`config.mk`:
```
export PLATFORM = sky130hd
export DESIGN_NAME = sscv_cell
export DESIGN_NICKNAME = d
export VERILOG_FILES = /design/src/sscv_pkg.sv /design/src/sscv_cell.sv
export SDC_FILE = /design/constraint.sdc
export NUM_CORES = 1
export LEC_CHECK = 0
export ABC_AREA = 1
export BUFFER_PORTS_ARGS = -buffer_cell sky130_fd_sc_hd__buf_2
export CAP_MARGIN = 15
export CORE_MARGIN = 2
export CORE_UTILIZATION = 61
export CTS_CLUSTER_SIZE = 30
export DETAILED_ROUTE_END_ITERATION = 16
export PLACE_DENSITY_LB_ADDON = 0.1
export RECOVER_POWER = 100
export SYNTH_ARGS = -nofsm -noshare
export SYNTH_HDL_FRONTEND = slang
export SYNTH_SLANG_ARGS = --single-unit
```
`constraint.sdc`:
```
create_clock -name clock -period 6.2 [get_ports clock]
set_input_delay 1.24 -clock clock [delete_from_list [all_inputs] [get_ports clock]]
set_output_delay 1.24 -clock clock [all_outputs]
set_load 0.01 [all_outputs]
```
`src/sscv_pkg.sv`:
```
// Shared types and constants of the stereo SAD cost volume core.
package sscv_pkg;

   localparam int PIX_W      = 8;
   localparam int COORD_W    = 11;
   localparam int DISP_W     = 6;
   localparam int COST_W     = 8;
   localparam int ROW_W      = 11;
   localparam int ROW_LIMIT  = 2048;
   localparam int CALC_W     = 16;
   localparam int CSR_INDEX_W = 2;
   localparam int CSR_DATA_W  = 12;

   localparam logic [CSR_INDEX_W-1:0] CSR_IMAGE_WIDTH   = 2'd0;
   localparam logic [CSR_INDEX_W-1:0] CSR_IMAGE_HEIGHT  = 2'd1;
   localparam logic [CSR_INDEX_W-1:0] CSR_NUM_DISP      = 2'd2;
   localparam logic [CSR_INDEX_W-1:0] CSR_WINDOW_RADIUS = 2'd3;

   typedef struct packed {
      logic [PIX_W-1:0] left_pixel;
      logic [PIX_W-1:0] right_pixel;
   } req_type;

   typedef struct packed {
      logic [COORD_W-1:0] center_column;
      logic [COORD_W-1:0] center_row;
      logic [DISP_W-1:0]  disparity;
      logic [COST_W-1:0]  match_cost;
      logic               last_of_pixel;
   } rsp_type;

   typedef struct packed {
      logic stream;
      logic accum;
      logic clear;
      logic divide;
      logic shift;
   } cell_ctl_type;

   typedef enum logic [5:0] {
      ST_CLEAR  = 6'b000001,
      ST_IDLE   = 6'b000010,
      ST_STREAM = 6'b000100,
      ST_WAIT   = 6'b001000,
      ST_DIVIDE = 6'b010000,
      ST_OUTPUT = 6'b100000
   } state_type;

endpackage

```
`src/sscv_cell.sv`:
```
// One disparity cell: right pixel delay tap, SAD accumulator, serial divider, result shift.
module sscv_cell #(
   parameter int SUM_W  = 16,
   parameter int AREA_W = 8
) (
   input  logic                       clock,
   input  sscv_pkg::cell_ctl_type     ctl,
   input  logic [AREA_W-1:0]          area,
   input  logic [sscv_pkg::PIX_W-1:0] left_pixel,
   input  logic [sscv_pkg::PIX_W-1:0] right_in,
   output logic [sscv_pkg::PIX_W-1:0] right_out,
   input  logic [SUM_W-1:0]           acc_next,
   output logic [SUM_W-1:0]           acc_out
);
   import sscv_pkg::*;

   logic [PIX_W-1:0]  rpix_ff, rpix_in;
   logic [SUM_W-1:0]  acc_ff, acc_in;
   logic [AREA_W-1:0] rem_ff, rem_in;
   logic [PIX_W-1:0]  diff;
   logic [AREA_W:0]   trial;
   logic              ge;
   logic [AREA_W:0]   rem_step;

   always_comb begin
      diff     = (left_pixel > right_in) ? left_pixel - right_in : right_in - left_pixel;
      trial    = {rem_ff, acc_ff[SUM_W-1]};
      ge       = trial >= {1'b0, area};
      rem_step = ge ? trial - {1'b0, area} : trial;

      rpix_in = ctl.stream ? right_in : rpix_ff;
      acc_in  = acc_ff;
      rem_in  = rem_ff;
      if (ctl.shift) begin
         acc_in = acc_next;
      end else if (ctl.divide) begin
         // restoring division, quotient bits shift in at the bottom
         acc_in = {acc_ff[SUM_W-2:0], ge};
         rem_in = rem_step[AREA_W-1:0];
      end else if (ctl.accum) begin
         acc_in = (ctl.clear ? '0 : acc_ff) + SUM_W'(diff);
         rem_in = '0;
      end
   end

   always_ff @(posedge clock) begin
      rpix_ff <= rpix_in;
      acc_ff  <= acc_in;
      rem_ff  <= rem_in;
   end

   assign right_out = rpix_ff;
   assign acc_out   = acc_ff;

endmodule

```
# Word-level counts from Yosys, hierarchy flattened
# Cells that the tools add are included.
# classes
n_addsub,4
mul,0
n_div,0
magnitude_cmp,2
eq_ne,0
n_shift,0
muxes,8
bitwise_logic,1
reduce_logical,3
# op_table
op,n
16-bit 2-to-1 mux,4
8-bit 2-to-1 mux,4
8-bit subtractor,3
16-bit by 8-bit adder with 16-bit output,1
9-bit by 8-bit greater-or-equal comparator with 1-bit output,1
8-bit > comparator,1
3-bit nonzero test,1
2-bit AND reduction,1
2-bit nonzero test,1
1-bit inverter,1
# totals
register_bits,32
latch_bits,0
ramBits,0
romBits,0
wordCells,21
memories,0

# Logic depth before layout (Yosys ltp)
# depth
ltp_word,6
depth_mapped,24
ltp_nobuf,24

# Least setup slack after synthesis
# No wires, ideal clock.
# synth_timing
path_kind,in2reg
from,input left_pixel[0] in the netlist's numbering
to,"register acc_ff[8] (netlist: acc_out[8]), data pin"
setup_time_ns,0.258
arrival_ns,3.607
setup_slack_ns,2.335
path_stages,23
cell_sequence,inv_1 -> ha_1 -> inv_1 -> fa_1 -> nand3_1 -> nand3_1 -> nand2_1 -> nand2_1 -> nand2_2 -> inv_2 -> nand2_1 -> nand2_1 -> fa_1 -> nand2_1 -> nand2_1 -> nand2_1 -> nand2_1 -> nand2_1 -> nand2_1 -> nand2_1 -> nand2_1 -> o21ai_0 -> nand2_1
# synth_via
elab_chain_len,6
# synth_rtl
item,line_no,rtl
"start, declared",sscv_cell.sv:9,"input logic [sscv_pkg::PIX_W-1:0] left_pixel,"
8-bit subtractor or 8-bit > comparator (tied branches),sscv_cell.sv:26,diff = (left_pixel > right_in) ? left_pixel - right_in : right_in - left_pixel;
8-bit 2-to-1 mux *,sscv_cell.sv:26,
16-bit by 8-bit adder with 16-bit output *,sscv_cell.sv:41,acc_in = (ctl.clear ? '0 : acc_ff) + SUM_W'(diff);
16-bit 2-to-1 mux *,sscv_cell.sv:40,end else if (ctl.accum) begin
16-bit 2-to-1 mux *,sscv_cell.sv:36,end else if (ctl.divide) begin
16-bit 2-to-1 mux *,sscv_cell.sv:34,if (ctl.shift) begin
net acc_in[8],sscv_cell.sv:18,"logic [SUM_W-1:0] acc_ff, acc_in;"
"end signal, assigned",sscv_cell.sv:48,acc_ff <= acc_in;
"end, declared",sscv_cell.sv:18,
# The timed path passes the listed nets; every way through them passes the cells marked *. The select of a mux whose other input is x is not followed.
# A chain may end at the register's enable or synchronous reset.

# Final worst setup path
# layout_timing
from,input right_in[0] in the netlist's numbering
to,"register acc_ff[8] (netlist: acc_out[8]), data pin"
# layout_via
elab_chain_len,6
# layout_rtl
item,line_no,rtl
"start, declared",sscv_cell.sv:10,"input logic [sscv_pkg::PIX_W-1:0] right_in,"
8-bit subtractor or 8-bit > comparator (tied branches),sscv_cell.sv:26,
8-bit 2-to-1 mux *,sscv_cell.sv:26,
16-bit by 8-bit adder with 16-bit output *,sscv_cell.sv:41,
16-bit 2-to-1 mux *,sscv_cell.sv:40,
16-bit 2-to-1 mux *,sscv_cell.sv:36,
16-bit 2-to-1 mux *,sscv_cell.sv:34,
net acc_in[8],sscv_cell.sv:18,
# Marked as above.

==> run summary <==
run status: completed
Worst Hold End: rem_ff[4]
Worst Slack Setup Final: 2090 ps
H-tree levels: 2
leading area contributor after synthesis: edfxtp_1
pre-CTS setup slack: 1950 ps
worst reg2reg endpoint: acc_out[0]
Rel. slew slack: 23.8%
Worst Path Max Fanout: 9
hold_ws: 598 ps
Crit path required time: 6260 ps
WHS Path Cells: 2
Vias: 3303
Slew Limit Fails: 0
Top FF cell, synth: edfxtp_1
fin crit share: 66.3%
compound-gate portion of the synthesized area: 8.38%
R2R depth: 9
CTS Sinks: 32
Static Leak: 2.10 nW
number of gates resized after CTS: 0
Slowest-stage cell, CP: fa_1
First-pass DRT Iterations: 5
clk_skew: 8.98 ps
postcts setup bufs: 0
mux share of post-synthesis cell area: 0%
Seq/Total Area, Yosys: 28.2%
Nets: 655
Cell Rows: 27
RD Place Congestion: 0.900
max-cap violation count: 0
synth warn: 0
Antenna Cells: 0
Die W: 78.7 um
largest net degree at the start of global routing: 33
PD cells: 214 nW/um^2
crit path time final: 4110 ps
I/O pins: 70
simple-gate share of the synthesized area: 33.6%
vias per cell: 5.11
Post-DRT Antenna Nets: 0
Worst Max-Slew Pin Slew: 1140 ps
Syn-to-layout area delta: 11.5%
flop-to-flop setup slack: 3890 ps
die area: 6190 sq um
TNS Setup: 0 ps
Yosys reg bits: 32
ys async rst share: 0%
worst path cell trace: clkbuf_1 -> ha_1 -> inv_1 -> fa_1 -> nand3_1 -> nand3_1 -> nand2_1 -> nand2_1 -> nand2_1 -> inv_1 -> nand2_1 -> nand2_1 -> fa_1 -> nand2_1 -> nand2_1 -> nand2_1 -> nand2_1 -> nand2_1 -> nand2_1 -> nand2_1 -> nand2_1 -> o21ai_0 -> nand2_1
initial antenna violation count: 0
RR Startpoint: rem_ff[1]
CTS Buf Count: 5
Max clock buf depth: 2
Total Routed Length: 7.78 mm
Peak Freq: 243 MHz
Final setup viols: 0
Synth Area in XOR/XNOR: 4.89%
# DRC: 0
crit path buf inv count: 3
nature of the critical path endpoint: flip-flop
Post-Layout Inst Area: 3790 sq um
CP delay by family, top: simple AND/OR/NAND/NOR gates
Yosys cell types: 34
crit path DAT: 4170 ps
root buffer cell: clkbuf_8
Core Area: 5440 sq um
Post-DP HPWL: 6.06 mm
Iter 0 DRT Violations: 163
Initial Util: 62.6%
post-synthesis adder-cell area fraction: 13.7%
Net Count, Synth: 591
Worst Hold Class: flip-flop to flip-flop
Post-Syn Instances: 510
area post-placement: 3770 sq um
wire per inst: 12.0 um
global-route wire length before repair: 13.3 mm
share of the synthesized area in the top cell type: 28.2%
share of layout cells above drive strength 1: 8.70%
average size of a mapped cell: 6.68 sq um
Setup CP Type: primary input to flip-flop
commonest cells after routing, fill and taps aside: nand2_1, inv_1, nor2_1, buf_2, clkbuf_1
vias in the first global route: 3135
min-delay src: rem_ff[3]
Overall Power: 811 uW
worst IR drop on VDD: 0.000124 V
max incr delay on CP: 470 ps
CP startpoint kind: primary input
CTS hold repair buffers: 0
DIE HEIGHT: 78.7 um
grt total ovfl: 0
hold violation total from the final report: 0
RSZ-0062 raised after global routing: no
most common cell after layout, fill and taps aside: nand2_1
total track usage: 26.8%
later-pin clock latency in the skew report: 300 ps
CTS tree: built
cell mode on critical path: nand2_1
Post-Syn Area: 3400 sq um
port bufs: 69
EDFF count, synth: 32
synth top area cells: edfxtp_1, nand2_1, ha_1
largest family of logic cells by synthesized area: simple AND/OR/NAND/NOR gates
clock slew at reported path FFs: 80 ps
==> power by group <==
group	internal, mW	switching (mW)
clock network	0.0763	0.0875
registers	0.271	0.0144
logic	0.133	0.229
total	0.481	0.330
==> state kept, by name, summed over array words and instances (netlist names) <==
register   cells
right_out      8
rem_ff         8
acc_out       16
==> final cells by class <==
type | count | area (sq um)
sequential | 32 | 961
multi-input combinational | 382 | 2040
timing repair buffer | 69 | 304
tap | 72 | 90.1
clock inverter | 3 | 13.8
fill | 496 | 1640
inverter | 84 | 315
clock buffer | 5 | 68.8
==> worst min-delay path: stages, from the launching register on <==
cell and delay, ps:
edfxtp_1 350, nor2_1 50, nor2_1 80
==> layer usage <==
metal  up-vias  track usage, %  part of all wire [%]
met5         -               0                     0
met4         0            7.89                   1.6
met3        16            4.20                   6.6
met2       103            47.7                    49
met1      1451            33.5                    43
li1       1733               -                     -
==> metrics by stage <==
stage	util (%)	std cells
floorplan	-	510
global placement	69.4	639
detailed placement	69.4	639
CTS	70.9	647
global route	69.8	647
finish	69.8	647
==> synth_stat cells (2+ instances only) <==
master,count
inv_1,81
nand2_1,168
a21oi_1,30
buf_2,4
xnor2_1,5
ha_1,31
fa_1,4
nand2_2,3
o21ai_0,9
inv_2,2
a21o_1,3
edfxtp_1,32
nand3b_1,4
nand3_1,31
clkbuf_1,5
xor2_1,14
o211ai_1,2
nor2_1,62
nor3_1,3
buf_4,2
a21oi_2,2
==> worst max path at each step <==
stage	from	end	slack, ps	cells after the start
2_1_floorplan	left_pixel[0]	acc_out[8]	2330	23
6_report	right_in[0]	acc_out[8]	2090	23
4_1_cts	left_pixel[0]	acc_out[8]	2280	24
3_3_place_gp	left_pixel[0]	acc_out[5]	2040	18
5_1_grt	right_in[0]	acc_out[8]	1680	23
3_5_place_dp	left_pixel[0]	acc_out[8]	1950	24
==> cell families after synthesis <==
group / after synthesis
AO/OA/AOI/OAI: 51
XOR/XNOR: 19
adder cells (fa/ha/maj): 35
buffers and inverters: 96
flip-flops: 32
AND/OR/NAND/NOR: 277
Note: power is estimated with default switching activity, not from simulation.
